`src/hdl/swm_pkg.sv`:
```
// Shared types and constants for the sliding-window median pose selector.
// Used by swm_rank and sliding_window_median_pose; depends on nothing else.
`timescale 1ns / 1ps

package swm_pkg;

  localparam int WINDOW_MAX = 16;
  localparam int SLOT_W     = $clog2(WINDOW_MAX);
  localparam int CNT_W      = $clog2(WINDOW_MAX + 1);
  localparam int CFG_W      = 5;
  localparam int DATA_W     = 32;

  typedef struct packed {
    logic signed [DATA_W-1:0] trans_x;
    logic signed [DATA_W-1:0] trans_y;
    logic signed [DATA_W-1:0] trans_z;
    logic signed [DATA_W-1:0] rot_x;
    logic signed [DATA_W-1:0] rot_y;
    logic signed [DATA_W-1:0] rot_z;
  } sample_t;

  typedef struct packed {
    logic signed [DATA_W-1:0] med_trans_x;
    logic signed [DATA_W-1:0] med_trans_y;
    logic signed [DATA_W-1:0] med_trans_z;
    logic signed [DATA_W-1:0] med_rot_x;
    logic signed [DATA_W-1:0] med_rot_y;
    logic signed [DATA_W-1:0] med_rot_z;
    logic [CNT_W-1:0]         samples_held;
  } result_t;

  localparam int SAMPLE_W = $bits(sample_t);

  // Commands from the sequencer to the rank unit.
  typedef struct packed {
    logic clear;
    logic load;
  } rank_cmd_t;

endpackage

```
`src/hdl/swm_ram.sv`:
```
// Generic single-clock RAM with one write port and one registered read port.
// Self-contained; holds the ring of pose samples for the median selector.
`timescale 1ns / 1ps

module swm_ram #(
  parameter int WIDTH  = 32,
  parameter int DEPTH  = 16,
  parameter int ADDR_W = $clog2(DEPTH)
) (
  input  logic              clk,
  input  logic              wr_en,
  input  logic [ADDR_W-1:0] wr_addr,
  input  logic [WIDTH-1:0]  wr_data,
  input  logic              rd_en,
  input  logic [ADDR_W-1:0] rd_addr,
  output logic [WIDTH-1:0]  rd_data
);

  logic [WIDTH-1:0] mem [DEPTH];
  logic [WIDTH-1:0] rd_data_r;

  always_ff @(posedge clk) begin
    if (wr_en) begin
      mem[wr_addr] <= wr_data;
    end
  end

  always_ff @(posedge clk) begin
    if (rd_en) begin
      rd_data_r <= mem[rd_addr];
    end
  end

  assign rd_data = rd_data_r;

endmodule

```
`src/hdl/swm_rank.sv`:
```
// Rank unit: collects the keys of the window, oldest first, and keeps the
// rank of every key up to date as each new key arrives. Uses swm_pkg.
`timescale 1ns / 1ps

module swm_rank (
  input  logic                            clk,
  input  logic                            rst_n,
  input  swm_pkg::rank_cmd_t              cmd,
  input  logic signed [swm_pkg::DATA_W-1:0] load_key,
  input  logic [swm_pkg::SLOT_W-1:0]      target,
  output logic [swm_pkg::SLOT_W-1:0]      pick_age
);
  import swm_pkg::*;

  logic signed [DATA_W-1:0] key_r    [WINDOW_MAX];
  logic signed [DATA_W-1:0] key_nxt  [WINDOW_MAX];
  logic [SLOT_W-1:0]        rank_r   [WINDOW_MAX];
  logic [SLOT_W-1:0]        rank_nxt [WINDOW_MAX];
  logic [CNT_W-1:0]         ld_cnt_r;
  logic [CNT_W-1:0]         ld_cnt_nxt;
  logic [WINDOW_MAX-1:0]    le_mask;
  logic [SLOT_W-1:0]        new_rank;

  // An older key that is less than or equal to the new one ranks below it;
  // an older key that is strictly greater moves up by one.
  always_comb begin
    for (int i = 0; i < WINDOW_MAX; i++) begin
      le_mask[i] = (CNT_W'(i) < ld_cnt_r) && (key_r[i] <= load_key);
    end
    new_rank = SLOT_W'($countones(le_mask));
  end

  always_comb begin
    ld_cnt_nxt = ld_cnt_r;
    for (int i = 0; i < WINDOW_MAX; i++) begin
      key_nxt[i]  = key_r[i];
      rank_nxt[i] = rank_r[i];
    end
    if (cmd.clear) begin
      ld_cnt_nxt = '0;
    end else if (cmd.load) begin
      ld_cnt_nxt = ld_cnt_r + CNT_W'(1);
      for (int i = 0; i < WINDOW_MAX; i++) begin
        if (CNT_W'(i) < ld_cnt_r) begin
          if (load_key < key_r[i]) begin
            rank_nxt[i] = rank_r[i] + SLOT_W'(1);
          end
        end else if (CNT_W'(i) == ld_cnt_r) begin
          key_nxt[i]  = load_key;
          rank_nxt[i] = new_rank;
        end
      end
    end
  end

  always_ff @(posedge clk) begin
    if (!rst_n) begin
      ld_cnt_r <= '0;
    end else begin
      ld_cnt_r <= ld_cnt_nxt;
    end
  end

  always_ff @(posedge clk) begin
    for (int i = 0; i < WINDOW_MAX; i++) begin
      key_r[i]  <= key_nxt[i];
      rank_r[i] <= rank_nxt[i];
    end
  end

  // Ranks of the loaded lanes are distinct, so at most one lane matches.
  always_comb begin
    pick_age = '0;
    for (int i = 0; i < WINDOW_MAX; i++) begin
      if ((CNT_W'(i) < ld_cnt_r) && (rank_r[i] == target)) begin
        pick_age = SLOT_W'(i);
      end
    end
  end

endmodule

```
`src/hdl/sliding_window_median_pose.sv`:
```
// Sliding-window median selector for pose samples: top level.
// Depends on swm_pkg, swm_ram and swm_rank.
`timescale 1ns / 1ps

// Each accepted item is one pose sample (translation and rotation vector,
// signed Q8.24). The block keeps the most recent window_size samples in a
// ring held in one RAM and, for every item, returns the whole stored sample
// whose rot_x ranks at position count/2 in ascending signed order (the upper
// median for an even count), with older samples ranking first on equal keys,
// together with the number of samples now held. Each item runs through these
// steps in order: the sample is written into the RAM, the keys of the window
// are read back one per cycle through the single read port into the rank
// unit, a drain step covers the read latency, the chosen entry is read and
// the output register is loaded once it is free. The block handles one item
// at a time; the output register lets the next item be accepted while a
// result still waits to be taken. A window_size of zero acts as one and a
// value above sixteen acts as sixteen. Shrinking the window without a reset
// keeps the current count, dropping one oldest sample per item, so reset the
// block after changing window_size. The RAM needs no clearing after reset,
// since only entries that have been written are ever read.

module sliding_window_median_pose (
  input  logic                        clk,
  input  logic                        rst_n,
  input  logic                        in_valid,
  output logic                        in_ready,
  input  swm_pkg::sample_t            in_data,
  output logic                        out_valid,
  input  logic                        out_ready,
  output swm_pkg::result_t            out_data,
  input  logic                        cfg_we,
  input  logic [swm_pkg::CFG_W-1:0]   cfg_data
);
  import swm_pkg::*;

  typedef enum logic [4:0] {
    S_IDLE = 5'b00001,
    S_SCAN = 5'b00010,
    S_LAST = 5'b00100,
    S_PICK = 5'b01000,
    S_OUT  = 5'b10000
  } state_t;

  state_t            state_r, state_nxt;
  logic [CFG_W-1:0]  win_size_r;
  logic [CNT_W-1:0]  eff_win;
  logic [CNT_W-1:0]  fill_r, fill_nxt;
  logic [SLOT_W-1:0] oldest_r, oldest_nxt;
  logic [SLOT_W-1:0] rd_age_r, rd_age_nxt;
  logic              load_r;
  logic              out_valid_r, out_valid_nxt;
  result_t           out_data_r;
  logic              in_accept;
  logic              out_load;

  // RAM and rank unit connections.
  logic              ram_wr_en;
  logic [SLOT_W-1:0] ram_wr_addr;
  logic              ram_rd_en;
  logic [SLOT_W-1:0] ram_rd_addr;
  sample_t           ram_rd_data;
  rank_cmd_t         rank_cmd;
  logic [SLOT_W-1:0] pick_age;
  logic [SLOT_W-1:0] target;

  assign in_ready  = (state_r == S_IDLE);
  assign in_accept = in_valid && in_ready;

  // Clamp the configured size into the range the ring supports.
  always_comb begin
    if (win_size_r == '0) begin
      eff_win = CNT_W'(1);
    end else if (CNT_W'(win_size_r) > CNT_W'(WINDOW_MAX)) begin
      eff_win = CNT_W'(WINDOW_MAX);
    end else begin
      eff_win = CNT_W'(win_size_r);
    end
  end

  // The new sample goes in the ring slot just behind the youngest one; once
  // all sixteen slots are in use this is the slot of the oldest sample, which
  // it overwrites.
  assign ram_wr_en   = in_accept;
  assign ram_wr_addr = oldest_r + fill_r[SLOT_W-1:0];

  // The target rank is half the count, rounded down.
  assign target = fill_r[CNT_W-1:1];

  assign out_load = (state_r == S_OUT) && (!out_valid_r || out_ready);

  always_comb begin
    state_nxt     = state_r;
    fill_nxt      = fill_r;
    oldest_nxt    = oldest_r;
    rd_age_nxt    = rd_age_r;
    ram_rd_en     = 1'b0;
    ram_rd_addr   = oldest_r + rd_age_r;
    rank_cmd      = '0;
    out_valid_nxt = out_valid_r && !out_ready;
    unique case (state_r)
      S_IDLE: begin
        if (in_accept) begin
          if (fill_r >= eff_win) begin
            oldest_nxt = oldest_r + SLOT_W'(1);
          end else begin
            fill_nxt = fill_r + CNT_W'(1);
          end
          rd_age_nxt     = '0;
          rank_cmd.clear = 1'b1;
          state_nxt      = S_SCAN;
        end
      end
      S_SCAN: begin
        // Read the keys back from the oldest sample to the youngest.
        ram_rd_en  = 1'b1;
        rd_age_nxt = rd_age_r + SLOT_W'(1);
        if (CNT_W'(rd_age_r) == fill_r - CNT_W'(1)) begin
          state_nxt = S_LAST;
        end
      end
      S_LAST: begin
        state_nxt = S_PICK;
      end
      S_PICK: begin
        // Ranks are complete; fetch the whole sample at the target rank.
        ram_rd_en   = 1'b1;
        ram_rd_addr = oldest_r + pick_age;
        state_nxt   = S_OUT;
      end
      S_OUT: begin
        // Hold the read data until the output register is free.
        if (out_load) begin
          out_valid_nxt = 1'b1;
          state_nxt     = S_IDLE;
        end
      end
      default: begin
        state_nxt = S_IDLE;
      end
    endcase
    rank_cmd.load = load_r;
  end

  always_ff @(posedge clk) begin
    if (!rst_n) begin
      state_r     <= S_IDLE;
      win_size_r  <= CFG_W'(1);
      fill_r      <= '0;
      oldest_r    <= '0;
      rd_age_r    <= '0;
      load_r      <= 1'b0;
      out_valid_r <= 1'b0;
    end else begin
      state_r     <= state_nxt;
      fill_r      <= fill_nxt;
      oldest_r    <= oldest_nxt;
      rd_age_r    <= rd_age_nxt;
      load_r      <= (state_r == S_SCAN);
      out_valid_r <= out_valid_nxt;
      if (cfg_we) begin
        win_size_r <= cfg_data;
      end
    end
  end

  always_ff @(posedge clk) begin
    if (out_load) begin
      out_data_r.med_trans_x  <= ram_rd_data.trans_x;
      out_data_r.med_trans_y  <= ram_rd_data.trans_y;
      out_data_r.med_trans_z  <= ram_rd_data.trans_z;
      out_data_r.med_rot_x    <= ram_rd_data.rot_x;
      out_data_r.med_rot_y    <= ram_rd_data.rot_y;
      out_data_r.med_rot_z    <= ram_rd_data.rot_z;
      out_data_r.samples_held <= fill_r;
    end
  end

  assign out_valid = out_valid_r;
  assign out_data  = out_data_r;

  swm_ram #(
    .WIDTH (SAMPLE_W),
    .DEPTH (WINDOW_MAX)
  ) u_ram (
    .clk     (clk),
    .wr_en   (ram_wr_en),
    .wr_addr (ram_wr_addr),
    .wr_data (in_data),
    .rd_en   (ram_rd_en),
    .rd_addr (ram_rd_addr),
    .rd_data (ram_rd_data)
  );

  swm_rank u_rank (
    .clk      (clk),
    .rst_n    (rst_n),
    .cmd      (rank_cmd),
    .load_key (ram_rd_data.rot_x),
    .target   (target),
    .pick_age (pick_age)
  );

`ifndef SYNTHESIS
  a_state_onehot: assert property (@(posedge clk) disable iff (!rst_n)
    $onehot(state_r))
    else $error("state register is not one-hot");

  a_accept_starts_scan: assert property (@(posedge clk) disable iff (!rst_n)
    in_valid && in_ready |=> state_r == S_SCAN && fill_r != '0)
    else $error("accepted item did not start a scan of a non-empty window");

  a_fill_bound: assert property (@(posedge clk) disable iff (!rst_n)
    fill_r <= CNT_W'(WINDOW_MAX))
    else $error("fill count exceeds the ring depth");

  a_result_from_out_state: assert property (@(posedge clk) disable iff (!rst_n)
    $rose(out_valid_r) |-> $past(state_r == S_OUT))
    else $error("result raised outside the output state");

  a_pending_result_held: assert property (@(posedge clk) disable iff (!rst_n)
    out_valid_r && !out_ready |=> out_valid_r && $stable(out_data_r))
    else $error("pending result changed before it was taken");
`endif

endmodule
```
`config.mk`:
```
export PLATFORM = sky130hd
export DESIGN_NAME = sliding_window_median_pose
export DESIGN_NICKNAME = d
export VERILOG_FILES = /design/src/hdl/swm_pkg.sv /design/src/hdl/swm_ram.sv /design/src/hdl/swm_rank.sv /design/src/hdl/sliding_window_median_pose.sv
export SDC_FILE = /design/constraint.sdc
export NUM_CORES = 2
export LEC_CHECK = 0
export BUFFER_PORTS_ARGS = -buffer_cell sky130_fd_sc_hd__buf_2
export CORE_AREA = 10 10 405 702
export CTS_CLUSTER_SIZE = 10
export DETAILED_ROUTE_END_ITERATION = 10
export DIE_AREA = 0 0 415 712
export PLACE_DENSITY = 0.84
export SETUP_SLACK_MARGIN = 0.2
export SLEW_MARGIN = 20
export SYNTH_ARGS = -nofsm -noshare
export SYNTH_HDL_FRONTEND = slang
export SYNTH_SLANG_ARGS = --single-unit
```
`constraint.sdc`:
```
create_clock -name clk -period 18.64 [get_ports clk]
set_clock_uncertainty 0.05 [all_clocks]
set_input_delay 2.796 -clock clk [delete_from_list [all_inputs] [get_ports clk]]
set_output_delay 2.796 -clock clk [all_outputs]
set_load 0.05 [all_outputs]
```
==> impl_results.md <==
- Status: complete, but fails checks
- Failing checks: max-slew violations
- Post-route insts no fill: 12300
- # fillers: 16600
- NumNets Final: between 9000 and 10000
- Rows: 254
- FFs w/ async S/R, synth: 0%
- Critical Path RT: about 19 ns
- Clk buf depth: 4
- Total Routing Usage GR: about 28%
- Worst vdd ir: 0.125 mV
- Setup TNS Final: 0 ns
- Placed insts: about 12000
- Post-synthesis sequential area ratio: roughly 75%
- Drt first pass iters: 6
- Crit path arrival time: between 9 and 10 ns
- Final core occ: between 60% and 70%
- Worst-path cell chain: buf_4 > inv_1 > ha_1 > nand4_1 > or2_2 > nor4_2 > nand2_1 > nor3_1 > nor2_1 > o22ai_1 > ha_1 > fa_1 > fa_1 > inv_1 > fa_1 > inv_1 > fa_1 > ha_1 > fa_1 > xnor2_1 > buf_4 > nor2_1 > a21oi_1
- Mux cell area share after synthesis: 14.4%
- Root buf cell: clkbuf_16
- Top cell type's share of synthesized area: between 70 and 80%
- Adder-cell share of the synthesized area: 4.44%
- Startpoint Class: register
- Residual DRC: 0
- Fin Hold WS: 0.335 ns
- Fin. Hold Viols: 0
- Net Sw Power: 4240 µW
- Largest net degree at the start of global routing: 149
- Switching Share: 21.9%
- Slowest library cell on the worst path: nor4_2
- Clock share of power: 39.5%
- Synth cell types: 83
- Combinational cell fraction of total power: under 10%
- Routing usage on met3: under 10%
- Power per cell area: about 110 mW/mm²
- Vias per cell: 6.79
- Area leader, netlist: edfxtp_1
- Critical Path End Type: register
- Crit path time final: between 8 and 9 ns
- Initial antenna violation count: around 120
- Pleak: approximately 0.06 µW
- Die footprint: between 0.2 and 0.3 mm²
- CTS H-tree lvls: 5
- Top post-synthesis cells by count: edfxtp_1 (4033), mux4_2 (768), mux2i_1 (589)
- Worst-skew pair later-pin latency: approximately 0.97 ns
- Die Y-Extent: between 700 and 800 µm
- Met2 usage in global routing: 46.7%
- Largest delay contributor family on the critical path: adder cells
- Largest family of logic cells by synthesized area: multiplexers
- Die Wd: 415 µm
- Predominant post-synthesis flop cell: edfxtp_1
- Vias post-DR: 83700
- Register share of total power: 53.1%
- Num ports: ~400
- GRT busiest layer: met2
- Synthesized area: ~0.16 mm²
- Max FO, Critical Path: 25
- Share of cells above drive strength 1: between 20% and 30%
- Net Count, Synth: 8644
- RSZ-0062 raised after global routing: false
- Critical path class: register to register
- P_int: between 15000 and 20000 µW
- Post-CTS setup buffer count: 0
- Core Area: 0.273 mm²
- Final setup viols: 0
- Synth Warn #: 0
- Final GP Congestion: between 0.9 and 1
- Worst path most repeated cell: fa_1
- CTS tree: yes
- Worst slew margin: -4.01%
- Final-report max-slew violation count: 22
- Worst hold path class: register to register
- WL final: approximately 420 mm
- Yosys reg bits: between 4000 and 5000
- CTS Buf Count: between 400 and 500
- Synthesized instance count: 7873
- Clk sinks: between 4000 and 5000
- Most frequent cell after synthesis: edfxtp_1
- GR Overflow Total: 0
- Top achievable clock speed: 119 MHz
- Post-route antenna net violation count: 0
- GRT met1 Usage: approximately a third
- EDFF count, synth: 4033
- DR iter-0 viols: 10500
- Post-Synth XOR/XNOR Area: 0.647%
- Area share of and/or/nand/nor cells after synthesis: 2.06%
- Final period utilization: approximately 45%
- Worst-Margin Slew: between 1.5 and 2 ns
- Max_cap viols: 0
- Max stage delay on crit path: 0.80 ns
- Multi-input logic area: a little under 0.04 mm²
- Initial Utilization: 59.6%
- CTS clk-pin slew, worst paths: around 0.060 ns
- # resized after CTS: 0
- Synth top area cells: edfxtp_1 (75%), mux4_2 (11%), ha_1 (4.3%), mux2i_1 (3.6%), inv_1 (0.70%)
- Buf+Inv Stages, Crit Path: 5
- First-pass GRT wire length: between 600 and 700 mm
- Vias in the first global route: 87500
- DR WL/cell: about 34 µm
- Mean Syn Cell Area: ~21 µm²
- Synth-to-Final Area Change: 11.5%
- I/O Buffers: 400
- Register area: ~0.12 mm²
- Synth Area in Compound Gates: 2.02%
- Post-CTS Hold Buffers: 0
- Total Power: approximately 19000 µW
- Final HPWL DP: roughly 220 mm
[state kept, by name, indices dropped and copies added (netlist names), 4 cells and up]
name             cells
u_ram.rd_data      192
u_ram.mem         3072
win_size_r           5
rd_age_r             4
fill_r               5
u_rank.ld_cnt_r      5
state_r              5
u_rank.key_r       512
oldest_r             4
u_rank.rank_r       60
out_data           197
[final timing paths]
path	end	from	cells after the start	slack (ns)
hold / removal	out_data[178]	u_ram.rd_data[173]	0	0.33
hold reg to reg	out_data[178]	u_ram.rd_data[173]	0	0.33
setup / recovery	u_rank.rank_r[7][7]	u_ram.rd_data[88]	23	10.24
setup reg to reg	u_rank.rank_r[7][7]	u_ram.rd_data[88]	23	10.24
[per-stage QoR]
step                setup slack, ns  area (µm²)
floorplan                      6.26      163000
global placement              10.03      169000
detailed placement            10.49      169000
CTS                           10.45      181000
global route                  10.03      181000
finish                        10.24      181000
[power by group through the flow]
stage	Sequential [µW]	Combinational (µW)	Clock, µW
global placement	10500	1340	0
detailed placement	10500	1390	0
floorplan	10500	956	0
global route	10300	1540	8060
CTS	10300	1440	7720
finish	10300	1430	7670
[area by class of cell]
cell class,count,share of cell area (%)
antenna,67,0.0925
clock buffer,494,6.36
clock inverter,21,0.170
inverter,303,0.628
multi-input combinational,3237,21.2
sequential,4063,67.2
tap,3584,2.47
timing repair buffer,566,1.91
[cell usage in the layout, fill, tap and decap left out, types with 8 or more instances in the layout]
cell type	count
dfxtp_1	30
a21o_1	55
a211oi_1	30
and4_1	11
nand3_1	88
fa_1	12
nor2b_1	23
mux4_2	768
nor2_1	128
edfxtp_1	4033
a211o_1	9
nor2_4	17
nand2_1	146
and3_1	24
mux2_2	12
ha_1	555
diode_2	67
nor3_1	40
nand2b_1	11
xnor2_1	67
o21ai_0	131
mux2i_1	589
clkbuf_16	454
and2_1	15
nor4_1	14
nand4_1	97
buf_12	16
o211ai_1	20
clkbuf_1	39
a31oi_1	10
inv_1	302
o22ai_1	15
buf_2	400
o21a_1	16
nor2_2	8
xor2_1	47
o31ai_1	10
buf_4	147
a21oi_1	152
[routing by layer]
layer	vias up	wire length [µm]
met1	43300	142000
li1	33500	-
met3	1120	40400
met5	-	367
met2	5767	212000
met4	58	27200
[cells by family after synthesis]
logic type / after synthesis
AOI/OAI and AO/OA: 518
xor gates and xnor gates: 117
adders and majority gates: 569
buffers and inverters: 573
DFF: 4063
muxes: 1369
and+or+nand+nor: 664
(Power assumes the default switching activity.)
